**src/hw/rtl/aoss_pkg.sv**
```systemverilog
package aoss_pkg;

  localparam int unsigned CHANNELS = 8;
  localparam int unsigned IDX_W = (CHANNELS > 1) ? $clog2(CHANNELS) : 1;
  localparam int unsigned SAMPLE_W = 10;
  localparam int unsigned SUM_W = 16;
  localparam int unsigned PHYS_W = 4;
  localparam int unsigned PHYS_N = 16;
  localparam int unsigned SIM_W = 8;
  localparam int unsigned PASS_W = 7;
  localparam int unsigned CFG_IDX_W = 2;
  localparam int unsigned CFG_DATA_W = 16;
  localparam int unsigned RPT_IDX_W = 3;

  // Configuration register indexes.
  localparam logic [CFG_IDX_W-1:0] CFG_ENABLE_MASK = 2'd0;
  localparam logic [CFG_IDX_W-1:0] CFG_SIM_MASK = 2'd1;
  localparam logic [CFG_IDX_W-1:0] CFG_PASSES = 2'd2;

  localparam logic [PHYS_N-1:0] ENABLE_MASK_RESET = 16'h00ff;
  localparam logic [SIM_W-1:0] SIM_MASK_RESET = 8'h00;
  localparam logic [PASS_W-1:0] PASSES_RESET = 7'd8;

  // Result kinds.
  localparam logic KIND_SELECT = 1'b0;
  localparam logic KIND_REPORT = 1'b1;

  typedef struct packed {
    logic [PHYS_N-1:0] enable_mask;
    logic [SIM_W-1:0]  sim_mask;
    logic [PASS_W-1:0] passes;
  } cfg_t;

  typedef enum logic [2:0] {
    ST_IDLE,
    ST_ACC,
    ST_RPT_RD,
    ST_RPT_OUT,
    ST_SEL
  } state_e;

  // Position of the n-th set bit of the enable mask, counting from bit 0, or 0 if
  // the mask has too few set bits. Every bit position is checked independently.
  function automatic logic [PHYS_W-1:0] nth_enabled(logic [PHYS_N-1:0] mask,
                                                    logic [IDX_W-1:0] n);
    logic [PHYS_W-1:0] res;
    logic [PHYS_N-1:0] below;
    logic [PHYS_W:0]   cnt;
    res = '0;
    for (int b = 0; b < PHYS_N; b++) begin
      below = mask & ((PHYS_N'(1) << b) - PHYS_N'(1));
      cnt = (PHYS_W + 1)'($countones(below));
      if (mask[b] && (cnt == (PHYS_W + 1)'(n))) begin
        res = PHYS_W'(b);
      end
    end
    return res;
  endfunction

endpackage

```
**src/hw/rtl/adc_oversampling_scan_sequencer_unit.sv**
```systemverilog
// Round-robin oversampling scan sequencer for an 8-channel converter front end.
// The input channel (in_valid_i / in_ready_o / sample_i) carries one finished
// conversion per transaction for the logical channel being scanned. The sample
// is added to that channel's 16-bit sum unless the channel is simulated.
// Every input transaction produces one mux selection result (kind 0, last 1)
// with the physical input for the next conversion. When the configured number
// of full passes completes, eight sum reports (kind 1, last 0) come first.
// The mux selection is loaded into the output register in state SEL, after
// state ACC has added the sample; a report passes through states RPT_RD and
// RPT_OUT per channel, since the sum memory has a registered read. A new
// input transaction is taken once the previous item's results are all loaded.
// The output register holds a result until the receiver takes it; a stalled
// receiver stops the sequencer but an input transaction is still accepted
// while the last result of the previous item waits.
// Reset clears the scan index, the pass count and all sums (through per-entry
// valid bits, so no clearing pass is needed) and loads the register defaults.
// Configuration writes (cfg_valid_i / cfg_ready_o) are always accepted.
module adc_oversampling_scan_sequencer_unit (
  input  logic                                clk_i,
  input  logic                                rst_ni,
  input  logic                                cfg_valid_i,
  output logic                                cfg_ready_o,
  input  logic [aoss_pkg::CFG_IDX_W-1:0]      cfg_index_i,
  input  logic [aoss_pkg::CFG_DATA_W-1:0]     cfg_data_i,
  input  logic                                in_valid_i,
  output logic                                in_ready_o,
  input  logic [aoss_pkg::SAMPLE_W-1:0]       sample_i,
  output logic                                out_valid_o,
  input  logic                                out_ready_i,
  output logic                                kind_o,
  output logic [aoss_pkg::PHYS_W-1:0]         select_channel_o,
  output logic [aoss_pkg::RPT_IDX_W-1:0]      report_index_o,
  output logic [aoss_pkg::SUM_W-1:0]          report_sum_o,
  output logic                                last_o
);

  aoss_pkg::cfg_t cfg;

  aoss_cfg u_cfg (
    .clk_i      (clk_i),
    .rst_ni     (rst_ni),
    .cfg_valid_i(cfg_valid_i),
    .cfg_ready_o(cfg_ready_o),
    .cfg_index_i(cfg_index_i),
    .cfg_data_i (cfg_data_i),
    .cfg_o      (cfg)
  );

  aoss_seq u_seq (
    .clk_i           (clk_i),
    .rst_ni          (rst_ni),
    .cfg_i           (cfg),
    .in_valid_i      (in_valid_i),
    .in_ready_o      (in_ready_o),
    .sample_i        (sample_i),
    .out_valid_o     (out_valid_o),
    .out_ready_i     (out_ready_i),
    .kind_o          (kind_o),
    .select_channel_o(select_channel_o),
    .report_index_o  (report_index_o),
    .report_sum_o    (report_sum_o),
    .last_o          (last_o)
  );

endmodule

```
**src/hw/rtl/aoss_ram.sv**
```systemverilog
module aoss_ram #(
  parameter int unsigned Width = 16,
  parameter int unsigned Depth = 8
) (
  input  logic                            clk_i,
  input  logic                            we_i,
  input  logic [$clog2(Depth > 1 ? Depth : 2)-1:0] waddr_i,
  input  logic [Width-1:0]                wdata_i,
  input  logic                            re_i,
  input  logic [$clog2(Depth > 1 ? Depth : 2)-1:0] raddr_i,
  output logic [Width-1:0]                rdata_o
);

  logic [Width-1:0] mem_q [Depth];
  logic [Width-1:0] rdata_q;

  always_ff @(posedge clk_i) begin
    if (we_i) begin
      mem_q[waddr_i] <= wdata_i;
    end
    if (re_i) begin
      rdata_q <= mem_q[raddr_i];
    end
  end

  assign rdata_o = rdata_q;

endmodule

```
**src/hw/rtl/aoss_cfg.sv**
```systemverilog
module aoss_cfg (
  input  logic                                clk_i,
  input  logic                                rst_ni,
  input  logic                                cfg_valid_i,
  output logic                                cfg_ready_o,
  input  logic [aoss_pkg::CFG_IDX_W-1:0]      cfg_index_i,
  input  logic [aoss_pkg::CFG_DATA_W-1:0]     cfg_data_i,
  output aoss_pkg::cfg_t                      cfg_o
);

  aoss_pkg::cfg_t cfg_q;
  logic           wr;

  assign cfg_ready_o = 1'b1;
  assign wr = cfg_valid_i & cfg_ready_o;

  always_ff @(posedge clk_i or negedge rst_ni) begin
    if (!rst_ni) begin
      cfg_q.enable_mask <= aoss_pkg::ENABLE_MASK_RESET;
      cfg_q.sim_mask <= aoss_pkg::SIM_MASK_RESET;
      cfg_q.passes <= aoss_pkg::PASSES_RESET;
    end else if (wr) begin
      case (cfg_index_i)
        aoss_pkg::CFG_ENABLE_MASK: cfg_q.enable_mask <= cfg_data_i;
        aoss_pkg::CFG_SIM_MASK: cfg_q.sim_mask <= cfg_data_i[aoss_pkg::SIM_W-1:0];
        aoss_pkg::CFG_PASSES: cfg_q.passes <= cfg_data_i[aoss_pkg::PASS_W-1:0];
        default: ;
      endcase
    end
  end

  assign cfg_o = cfg_q;

endmodule

```
**src/hw/rtl/aoss_seq.sv**
```systemverilog
module aoss_seq (
  input  logic                                 clk_i,
  input  logic                                 rst_ni,
  input  aoss_pkg::cfg_t                       cfg_i,
  input  logic                                 in_valid_i,
  output logic                                 in_ready_o,
  input  logic [aoss_pkg::SAMPLE_W-1:0]        sample_i,
  output logic                                 out_valid_o,
  input  logic                                 out_ready_i,
  output logic                                 kind_o,
  output logic [aoss_pkg::PHYS_W-1:0]          select_channel_o,
  output logic [aoss_pkg::RPT_IDX_W-1:0]       report_index_o,
  output logic [aoss_pkg::SUM_W-1:0]           report_sum_o,
  output logic                                 last_o
);

  localparam int unsigned IdxW = aoss_pkg::IDX_W;
  localparam logic [IdxW-1:0] LastIdx = IdxW'(aoss_pkg::CHANNELS - 1);

  aoss_pkg::state_e state_q, state_d;

  logic [IdxW-1:0]                  idx_q, rpt_q;
  logic [aoss_pkg::PASS_W-1:0]      pass_q;
  logic [aoss_pkg::SAMPLE_W-1:0]    sample_q;
  logic [aoss_pkg::PHYS_W-1:0]      sel_q;
  logic [aoss_pkg::CHANNELS-1:0]    valid_q;

  logic                             out_valid_q;
  logic                             kind_q, last_q;
  logic [aoss_pkg::PHYS_W-1:0]      osel_q;
  logic [aoss_pkg::RPT_IDX_W-1:0]   oidx_q;
  logic [aoss_pkg::SUM_W-1:0]       osum_q;

  logic                             ram_we, ram_re;
  logic [IdxW-1:0]                  ram_waddr, ram_raddr;
  logic [aoss_pkg::SUM_W-1:0]       ram_rdata;

  logic                             accept, slot_free, wrap, rpt_hit, rpt_last;
  logic                             load_rpt, load_sel;
  logic [IdxW-1:0]                  idx_next;
  logic [aoss_pkg::PASS_W-1:0]      pass_inc;
  logic [aoss_pkg::SUM_W-1:0]       acc_old, acc_sum, rpt_sum;
  logic [aoss_pkg::CHANNELS-1:0]    keep_mask;

  aoss_ram #(
    .Width(aoss_pkg::SUM_W),
    .Depth(aoss_pkg::CHANNELS)
  ) u_sums (
    .clk_i  (clk_i),
    .we_i   (ram_we),
    .waddr_i(ram_waddr),
    .wdata_i(acc_sum),
    .re_i   (ram_re),
    .raddr_i(ram_raddr),
    .rdata_o(ram_rdata)
  );

  // An entry without its valid bit has been cleared and reads as zero.
  assign acc_old = valid_q[idx_q] ? ram_rdata : '0;
  assign acc_sum = acc_old + aoss_pkg::SUM_W'(sample_q);
  assign rpt_sum = valid_q[rpt_q] ? ram_rdata : '0;

  assign wrap = (idx_q == LastIdx);
  assign idx_next = wrap ? '0 : idx_q + IdxW'(1);
  assign pass_inc = pass_q + aoss_pkg::PASS_W'(1);
  assign rpt_hit = wrap && (pass_inc >= cfg_i.passes);
  assign rpt_last = (rpt_q == LastIdx);
  assign slot_free = !out_valid_q || out_ready_i;
  assign keep_mask = aoss_pkg::CHANNELS'(cfg_i.sim_mask);

  always_comb begin
    state_d = state_q;
    case (state_q)
      aoss_pkg::ST_IDLE: begin
        if (in_valid_i) state_d = aoss_pkg::ST_ACC;
      end
      aoss_pkg::ST_ACC: begin
        state_d = rpt_hit ? aoss_pkg::ST_RPT_RD : aoss_pkg::ST_SEL;
      end
      aoss_pkg::ST_RPT_RD: begin
        state_d = aoss_pkg::ST_RPT_OUT;
      end
      aoss_pkg::ST_RPT_OUT: begin
        if (slot_free) state_d = rpt_last ? aoss_pkg::ST_SEL : aoss_pkg::ST_RPT_RD;
      end
      aoss_pkg::ST_SEL: begin
        if (slot_free) state_d = aoss_pkg::ST_IDLE;
      end
      default: state_d = aoss_pkg::ST_IDLE;
    endcase
  end

  always_comb begin
    in_ready_o = 1'b0;
    ram_re = 1'b0;
    ram_raddr = idx_q;
    ram_we = 1'b0;
    ram_waddr = idx_q;
    load_rpt = 1'b0;
    load_sel = 1'b0;
    case (state_q)
      aoss_pkg::ST_IDLE: begin
        in_ready_o = 1'b1;
        ram_re = in_valid_i;
      end
      aoss_pkg::ST_ACC: begin
        ram_we = !cfg_i.sim_mask[idx_q];
      end
      aoss_pkg::ST_RPT_RD: begin
        ram_re = 1'b1;
        ram_raddr = rpt_q;
      end
      aoss_pkg::ST_RPT_OUT: begin
        load_rpt = slot_free;
      end
      aoss_pkg::ST_SEL: begin
        load_sel = slot_free;
      end
      default: ;
    endcase
  end

  assign accept = in_valid_i & in_ready_o;

  always_ff @(posedge clk_i or negedge rst_ni) begin
    if (!rst_ni) begin
      state_q <= aoss_pkg::ST_IDLE;
      idx_q <= '0;
      pass_q <= '0;
      rpt_q <= '0;
      valid_q <= '0;
      out_valid_q <= 1'b0;
    end else begin
      state_q <= state_d;
      if (state_q == aoss_pkg::ST_ACC) begin
        idx_q <= idx_next;
        rpt_q <= '0;
        if (wrap) pass_q <= rpt_hit ? '0 : pass_inc;
        if (ram_we) valid_q[idx_q] <= 1'b1;
      end
      if (load_rpt) begin
        rpt_q <= rpt_q + IdxW'(1);
        // All sums have been reported; simulated channels keep theirs.
        if (rpt_last) valid_q <= valid_q & keep_mask;
      end
      if (load_rpt || load_sel) begin
        out_valid_q <= 1'b1;
      end else if (out_ready_i) begin
        out_valid_q <= 1'b0;
      end
    end
  end

  always_ff @(posedge clk_i) begin
    if (accept) sample_q <= sample_i;
    if (state_q == aoss_pkg::ST_ACC) begin
      sel_q <= aoss_pkg::nth_enabled(cfg_i.enable_mask, idx_next);
    end
    if (load_rpt) begin
      kind_q <= aoss_pkg::KIND_REPORT;
      osel_q <= '0;
      oidx_q <= aoss_pkg::RPT_IDX_W'(rpt_q);
      osum_q <= rpt_sum;
      last_q <= 1'b0;
    end else if (load_sel) begin
      kind_q <= aoss_pkg::KIND_SELECT;
      osel_q <= sel_q;
      oidx_q <= '0;
      osum_q <= '0;
      last_q <= 1'b1;
    end
  end

  assign out_valid_o = out_valid_q;
  assign kind_o = kind_q;
  assign select_channel_o = osel_q;
  assign report_index_o = oidx_q;
  assign report_sum_o = osum_q;
  assign last_o = last_q;

endmodule
```
**config.mk**
```make
export PLATFORM = sky130hd
export DESIGN_NAME = adc_oversampling_scan_sequencer_unit
export DESIGN_NICKNAME = d
export VERILOG_FILES = /design/src/hw/rtl/aoss_pkg.sv /design/src/hw/rtl/adc_oversampling_scan_sequencer_unit.sv /design/src/hw/rtl/aoss_ram.sv /design/src/hw/rtl/aoss_cfg.sv /design/src/hw/rtl/aoss_seq.sv
export SDC_FILE = /design/constraint.sdc
export NUM_CORES = 1
export LEC_CHECK = 0
export ABC_AREA = 1
export BUFFER_PORTS_ARGS = -buffer_cell sky130_fd_sc_hd__buf_2
export CORE_ASPECT_RATIO = 0.5
export CORE_MARGIN = 8
export CORE_UTILIZATION = 35
export DETAILED_ROUTE_END_ITERATION = 7
export HOLD_SLACK_MARGIN = 0.06
export SLEW_MARGIN = 20
export SYNTH_ARGS = -nofsm -noshare
export SYNTH_HDL_FRONTEND = slang
export SYNTH_SLANG_ARGS = --single-unit
```
**constraint.sdc**
```tcl
create_clock -name clk_i -period 5.91 [get_ports clk_i]
set_clock_uncertainty 0.2 [all_clocks]
set_input_delay 0.2955 -clock clk_i [delete_from_list [all_inputs] [get_ports clk_i]]
set_output_delay 0.2955 -clock clk_i [all_outputs]
set_load 0.05 [all_outputs]
```
## After elaboration in Yosys (flattened, before gate mapping)

Memories as Yosys holds them, arrays and structs flattened. A register that Yosys moved wholly into a read port is not among the register bits.
Cells that the tools add are included.

| word-level totals | value |
|---|---|
| RAM bits | 128 |
| output and inout port bits | 28 |
| input bits | 33 |
| bits in registers | 95 |
| word-level logic and storage cells | 171 |
| memories kept | 1 |

| operators by class | value |
|---|---|
| $add $sub $neg | 32 |
| equal/unequal tests | 26 |
| magnitude comparators | 4 |
| reductions and logical operators | 34 |
| bitwise operators | 3 |
| mux-type cells | 52 |

Memories:

| memory | words | width | read ports | clocked after Yosys merged registers in | write ports | line | source |
|---|---|---|---|---|---|---|---|
| u_seq.u_sums.mem_q | 8 | 16 | 1 | 1 | 1 | aoss_ram.sv:14 | `logic [Width-1:0] mem_q [Depth];` |

Operator list:

| operator | count |
|---|---|
| $eq 5x3->1 | 14 |
| $mux 16 | 4 |
| $add 5x5->5 | 12 |
| $mux 3 | 15 |
| $mux 8 | 4 |
| $add 5x1->5 | 6 |
| $mux 4 | 6 |
| $logic_and 1x1->1 | 17 |
| $add 16x10->16 | 1 |
| $pmux 3 s5 | 1 |
| $add 1x1->2 | 7 |
| $mux 1 | 14 |
| $bmux 1 s3 | 3 |
| $eq 3x3->1 const B | 3 |
| $and 8x8->8 | 1 |
| $lt 3x4->1 const B | 2 |
| $or 8x8->8 | 1 |
| $reduce_and 2->1 | 4 |
| $reduce_or 8->1 | 1 |
| $add 7x1->7 const B | 1 |
| $ge 7x7->1 | 1 |
| $mux 7 | 1 |
| $add 3x1->3 const B | 2 |
| $eq 3x2->1 const B | 2 |
| 22 further kinds | 28 |

## Depth between registers and ports, before layout

Gate-level depths: netlist of the first run.

| depth | value |
|---|---|
| word-level depth | 18 |
| mapped depth | 22 |
| mapped depth without buffers | 22 |

## By module

From an unflattened synthesis of the first run, not the netlist that was laid out.

| second synthesis, totals | value |
|---|---|
| cells, all modules | 1452 |
| area, all modules | 13197.7 µm² |

By module, submodules not included:

| module | instances | area each (µm²) | sequential area each (µm²) | cells an instance |
|---|---|---|---|---|
| aoss_ram | 1 | 6149.6 | 4324.1 | 587 |
| aoss_seq | 1 | 5701.7 | 1736.7 | 725 |
| aoss_cfg | 1 | 1346.3 | 787.0 | 140 |

## Worst setup path before layout of the first run

OpenSTA, ideal clock, no wires.

| path | value |
|---|---|
| kind | reg-to-reg |
| from | reg u_cfg.cfg_q (netlist bit u_cfg.cfg_o[15]) |
| to | reg u_seq.sel_q[2] (netlist bit) (data pin) |
| required time | 5.451 ns |
| setup slack | 1.158 ns |
| clock period less this slack | 4.752 ns |
| path buffers | 0 |
| cell stages (with the launch flop) | 16 |
| arrival | 4.292 ns |
| library setup time | 0.259 ns |
| cells stage by stage | dfstp_2 > ha_1 > nand2_1 > fa_1 > fa_1 > inv_1 > ha_1 > fa_1 > ha_1 > fa_1 > a2111oi_0 > nand3_1 > nand2_1 > nor2_1 > nand3_1 > o21ai_1 |

| on the way | value |
|---|---|
| cells in the longest elaborated chain, start to end | 13 |
| elaborated cells on any way between the ends | 50 |
| classes of those cells | add/sub: 14; eq/ne: 13; mux: 9; reduce/logical: 14 |

Ends and longest elaborated chain:

| element | line | source |
|---|---|---|
| from (decl) | aoss_cfg.sv:11 | `aoss_pkg::cfg_t cfg_q;` |
| $add 1x1->2 (not written as such) (*) | aoss_pkg.sv:52 | `cnt = (PHYS_W + 1)'($countones(below));` |
| branches (longest 12 deep; another with $add 5x5->5) | n/a |  |
| to (signal assigned) | aoss_seq.sv:157 | `sel_q <= aoss_pkg::nth_enabled(cfg_i.enable_mask, idx_next);` |
| to (decl) | aoss_seq.sv:25 | `logic [aoss_pkg::PHYS_W-1:0] sel_q;` |

Mark *: on every way between the ends.
A chain may end at the register's enable or synchronous reset.

## Worst setup path after layout of the first run

Same ends and word-level chain as after synthesis.

==> results of run 1 <==
==> synthesized netlist by cell type (all sizes together) (23+ instances only) <==
cell type,instances
ha,50
a21oi,38
inv,131
edfxtp,177
nand3,35
nor2,130
o22ai,23
xor2,30
o21bai,32
o21ai,143
nand2,148
dfrtp,47
==> kinds of logic (layout without fill, tap and decap cells) <==
| logic type | after synthesis | in the layout | synth area share (%) |
|---|---|---|---|
| AND/OR/NAND/NOR | 341 | 341 | 12.0 |
| AO/OA/AOI/OAI | 273 | 273 | 13.2 |
| flip-flops | 239 | 239 | 56.5 |
| multiplexers | 5 | 5 | 0.464 |
| XOR/XNOR | 45 | 45 | 3.25 |
| buffers and inverters | 170 | 276 | 5.76 |
| adder cells (fa/ha/maj) | 72 | 72 | 8.79 |
| other | 1 | 1 | 0.0309 |
==> where the power goes <==
part	internal, uW	switching, uW
combinational	1450	2780
clock	1050	669
sequential	2560	128
==> area by class of cell <==
cell class                 count  area, sq um
inverter                     131          493
fill                        3308        20200
clock inverter                13          231
multi-input combinational    737         4620
timing repair buffer          99          668
sequential                   239         6850
clock buffer                  33          656
tap                          475          594
==> worst max-delay path, stage by stage, from the launching register on <==
cell	delay, ns
dfstp_2	0.56
ha_1	0.29
nand2_1	0.10
fa_1	0.48
fa_1	0.51
inv_1	0.05
ha_1	0.19
fa_1	0.70
ha_1	0.43
fa_1	0.61
o22ai_1	0.07
a2111oi_0	0.36
nand3_1	0.19
nand2_1	0.12
nor2_1	0.06
nand3_1	0.09
o21ai_1	0.06
==> worst max path at each step <==
stage	startpoint	endpoint	depth (start not counted)
4_1_cts	u_cfg.cfg_o[15]	u_seq.sel_q[2]	16
2_1_floorplan	u_cfg.cfg_o[15]	u_seq.sel_q[2]	15
3_5_place_dp	u_cfg.cfg_o[15]	u_seq.sel_q[2]	16
3_3_place_gp	u_cfg.cfg_o[15]	u_seq.sel_q[2]	16
6_report	u_cfg.cfg_o[15]	u_seq.sel_q[2]	16
5_1_grt	u_cfg.cfg_o[16]	u_seq.sel_q[2]	16
==> stage by stage <==
step	worst slack, ns	area [sq um]	utilization (%)	power, uW	hold slack (ns)
after floorplan	1.16	12100	-	5910	-0.200
after global placement	0.774	12900	37.7	6750	0.242
after detailed placement	0.638	12900	37.7	6930	0.248
after CTS	0.622	14100	41.1	8690	0.0913
after global routing	0.337	14100	41.1	9310	0.141
final	0.594	14100	41.1	8640	0.107
==> state kept, by name (all words and copies together), names as in the netlist, 4 cells and up <==
register                count
u_cfg.cfg_o                31
u_seq.pass_q                7
u_seq.report_sum_o         16
u_seq.sample_q             10
u_seq.sel_q                 4
u_seq.select_channel_o      4
u_seq.u_sums.mem_q        128
u_seq.u_sums.rdata_o       16
u_seq.valid_q               8
==> layer usage <==
metal / global-route usage (%) / vias to the layer above / routed length, um
met5: 0 / - / 0
met4: 3.58 / 0 / 615
met3: 2.27 / 47 / 983
met2: 24.8 / 148 / 14100
met1: 17.1 / 4162 / 12800
li1: - / 4131 / -
==> layout by cell type (no fill, tap or decap), types with 3 or more instances in the layout <==
cell,netlist,routed
inv_1,112,112
buf_4,4,11
clkbuf_1,19,8
bufinv_16,0,6
or2_1,4,4
nor4_1,3,3
nand3_1,35,35
o21bai_1,32,32
a21oi_1,38,38
mux2_2,5,5
nor2_1,121,121
dfrtp_1,47,47
fa_1,22,22
nor3_1,5,5
nor2_2,6,5
nand4_1,7,7
o22ai_1,23,23
o21ai_4,0,3
o21ai_0,90,90
xor2_1,30,30
inv_2,19,18
clkinv_2,0,4
dfstp_2,9,9
ha_1,50,50
xnor2_1,15,15
buf_2,12,59
edfxtp_1,177,177
clkbuf_16,0,25
nor2_4,3,4
o21ai_1,50,48
a31oi_1,19,19
nand2_1,146,145
dfxtp_1,6,6
dlygate4sd3_1,0,29
==> what timing repair did <==
| item | in CTS | in global routing |
|---|---|---|
| hold buffers | 29 | 0 |
| gates resized for setup | 0 | 0 |
| endpoints found under the hold margin | 92 | 0 |
==> results.toml, run 1 <==
[route]
wl_per_cell_um = 16.5
drt_wl_total_um = 28600
drtPass1Iterations = 7
vias = 8488
drtAntennaViolNets = 0
vias_per_cell = 4.91
remaining_drc_errors = 0
drt-initial-drc-count = 537

[floorplanning]
die-width_um = 279
rows = 48
start_util_pct = 35.4
die_h_um = 148
io_pins = 61
dieArea_sq_um = 41200
core_sq_um = 34300

[worst_setup_path]
startpoint_type = "register"
end_kind = "register"
path_max_fanout = 8
r2r_end = "u_seq.sel_q[2]"
critPathKind = "register to register"
arrival_ns = 5.40
r2r_start = "u_cfg.cfg_o[15]"
r2r_slack_ns = 0.59
reg2regPathDepth = 16
crit_required_ns = 6.00

[clocking]
clock_path_buffers = 3
clk_latency_ns = 0.54
numCtsBuffers = 25
path_clk_slew_ns = 0.06
htree_levels = 1
tritoncts = "done"
post_cts.repair.setup_buffers = 0
cts_root_buf = "clkbuf_16"
cts_sinks = 239

[place]
dp_cells = 1652
place_hpwl_um = 18600
io_buffers = 59
gp_congestion = 0.807

[global_routing]
grt_pass1_vias = 8808
grt_first_pass_wirelength_um = 46000
grt_max_degree = 66
grt_use_total_pct = 13.8
antenna_found_initial = 0
grt.overflow.total = 0

[sta]
period_minus_slack_ns = 5.32
setup_tns_ns = 0
relSlewSlack_pct = 34.0
timing.final.hold_violations = 0
fin_crit_sh_pct = 89.9
drv_slew = 0
rsz0062_at_grt = "false"
clock.fmax_mhz = 188
worst_pin_slew_ns = 0.986
finalSetupViolCount = 0

[yosys]
yosysTopAreaCellShare_pct = 43.8
synth_ff_type = "edfxtp_1"
syn_area_per_cell_sq_um = 10.6
synth_area_leaders = "edfxtp_1, dfrtp_1, ha_1"
syn_inst = 1146
ys_seq_area_share_pct = 56.5
synth_top_cell_by_area = "edfxtp_1"
synth-edff-count = 177
yosysWarnings = 0
syn_nets = 1251
synthArstFlopShare_pct = 23.4
netlist_area_sq_um = 12100
yosysUniqueCellTypes = 53
synth.ff_latch_count = 239

[outcome]
outcome = "complete, no violations"

[pwr]
leakage_uw = 0.00570
vdd_drop_max_mv = 0.273
power_density_nw_per_um2 = 612

[final_layout]
drive_above_1_share_pct = 12.9
num_antenna_cells = 0
syn_to_final_growth_pct = 16.3
stdcell_count = 1727
layout.nets = 1338

[worst_hold_path]
hold-path-endpoint = "u_cfg.cfg_o[3]"
worstHoldPathType = "primary input to register"
hold_depth = 4
min-delay-start = "cfg_valid_i"

[run]
maxCapViolations = 0
No activity file was read; power rests on OpenSTA's default activity.
==> run 2: changes to the inputs <==
--- a/config.mk
+++ b/config.mk
@@ -9,9 +9,10 @@
 export BUFFER_PORTS_ARGS = -buffer_cell sky130_fd_sc_hd__buf_2
 export CORE_ASPECT_RATIO = 0.5
 export CORE_MARGIN = 8
-export CORE_UTILIZATION = 35
+export CORE_UTILIZATION = 60
 export DETAILED_ROUTE_END_ITERATION = 7
 export HOLD_SLACK_MARGIN = 0.06
+export PLACE_DENSITY = 0.78
 export SLEW_MARGIN = 20
 export SYNTH_ARGS = -nofsm -noshare
 export SYNTH_HDL_FRONTEND = slang
==> results.toml, run 2 (synthesis results as in run 1) <==
[floorplanning]
dieArea_sq_um = 25300
io_pins = 61
die-width_um = 217
core_sq_um = 19600
die_h_um = 117
start_util_pct = 61.7
rows = 36

[worst_setup_path]
startpoint_type = "register"
end_kind = "register"
max_stage_delay_ns = 0.58
arrival_ns = 5.20
cp_common_cell = "fa_1"
reg2regPathDepth = 15
critPathKind = "register to register"
path_max_fanout = 11
cpMaxStageDelayCell = "ha_1"
worstPathCellList = "ha_1 > nand2_1 > fa_1 > fa_1 > inv_1 > ha_1 > fa_1 > ha_1 > fa_1 > a2111oi_0 > nand3_1 > nand2_1 > nor2_1 > nand3_1 > o21ai_1"
crit_required_ns = 5.99

[global_routing]
grt.overflow.total = 0
grt_max_degree = 66
grt_use_total_pct = 21.4
grt_first_pass_wirelength_um = 43700
grt_pass1_vias = 8576
antenna_found_initial = 0

[sta]
worst_pin_slew_ns = 1.10
finalSetupViolCount = 0
clock.fmax_mhz = 195
rsz0062_at_grt = "false"
drv_slew = 0
setup_tns_ns = 0
fin_crit_sh_pct = 86.7
hold_ws_ns = 0.101
relSlewSlack_pct = 26.3
period_minus_slack_ns = 5.12
timing.final.hold_violations = 0

[clocking]
path_clk_slew_ns = 0.07
clock_path_buffers = 3
htree_levels = 1
post_cts.repair.setup_buffers = 0
cts_resized = 0
cts_root_buf = "clkbuf_16"
tritoncts = "done"
cts_sinks = 239
clk_latency_ns = 0.54
numCtsBuffers = 23

[run]
maxCapViolations = 0

[final_layout]
num_antenna_cells = 0
n_fill_cell = 1421
drive_above_1_share_pct = 12.9
final_area_sq_um = 13800
largest_reg_flops = 128
fin_util_pct = 70.2
top_register = "u_seq.u_sums.mem_q"
mostFrequentLayoutCells = "edfxtp_1, nand2_1, nor2_1"
layout_commonest_cell = "edfxtp_1"
layout.nets = 1332
syn_to_final_growth_pct = 13.7

[pwr]
leakage_uw = 0.00568
power_uw = 8600
vdd_drop_max_mv = 0.467
power_density_nw_per_um2 = 623

[route]
remaining_drc_errors = 0
drtPass1Iterations = 6
top_layer_used = "met4"
wl_per_cell_um = 17.8
wl_met1_um = 11800
drt-initial-drc-count = 597
drt_wl_total_um = 26900
drtAntennaViolNets = 0
met2_wirelength_um = 12900
vias = 8608
routed-wl-met3_um = 1600
vias_per_cell = 5.70

[outcome]
outcome = "complete, no violations"

[place]
place_hpwl_um = 17300
placed_cell_area_sq_um = 12600
io_buffers = 59
gp_congestion = 0.903

[worst_hold_path]
worstHoldPathType = "primary input to register"
hold_depth = 4
[run 2: changes by cell type in the layout (fill, tap and decap cells not counted), moves of 2 or more]
| cell | previous run | this run |
|---|---|---|
| clkbuf_1 | 8 | 2 |
| buf_4 | 11 | 7 |
| clkbuf_16 | 25 | 23 |
| clkinv_1 | 2 | 0 |
| clkinv_2 | 4 | 6 |
| clkinvlp_4 | 0 | 2 |
[run 2: final cells by class]
| type | instances | area [sq um] | share of cell area (%) |
|---|---|---|---|
| inverters | 131 | 493 | 3.57 |
| well taps | 266 | 333 | 2.41 |
| flip-flops and latches | 239 | 6850 | 49.7 |
| clock buffers | 25 | 583 | 4.23 |
| repair buffers | 95 | 638 | 4.63 |
| clock inverters | 17 | 295 | 2.14 |
| multi-input cells | 737 | 4600 | 33.4 |
[run 2: path summary, 6_finish.rpt]
check	startpoint	end	slack, ns
hold reg to reg	u_seq.last_o	u_seq.last_o	0.26
min in group asynchronous	rst_ni	u_cfg.cfg_o[29]	0.23
setup reg to reg	u_cfg.cfg_o[15]	u_seq.sel_q[2]	0.79
hold / removal	cfg_valid_i	u_cfg.cfg_o[3]	0.10
max in group asynchronous	rst_ni	u_seq.pass_q[3]	4.77
setup / recovery	u_cfg.cfg_o[15]	u_seq.sel_q[2]	0.79
[run 2: what timing repair did]
| item | CTS | global route |
|---|---|---|
| setup endpoints to repair | 0 | 0 |
| hold buffers | 29 | 0 |
| hold endpoints to repair | 92 | 0 |
[run 2: metal layers]
layer  vias to the layer above  GRT usage (%)
li1                       4120              -
met1                      4178           28.2
met2                       270           37.1
met3                        40           3.52
met4                         0           5.02
met5                         -              0
[run 2: report_power, final]
part | internal [uW] | switching, uW
registers | 2560 | 131
logic | 1440 | 2770
clock network | 1030 | 664
[run 2: worst max-delay path: cells and delay by family (launching register included)]
family	cells	cell delay [ns]
buffers and inverters	1	0.04
flip-flops	1	0.56
adder cells (fa/ha/maj)	7	3.10
AND/OR/NAND/NOR	5	0.49
AO/OA/AOI/OAI	2	0.47
[run 2: metrics by stage]
| step | instances | setup WS (ns) |
|---|---|---|
| floorplan | 1146 | 1.16 |
| global placement | 1439 | 0.925 |
| detailed placement | 1439 | 0.827 |
| CTS | 1510 | 0.808 |
| global route | 1510 | 0.536 |
| finish | 1510 | 0.788 |
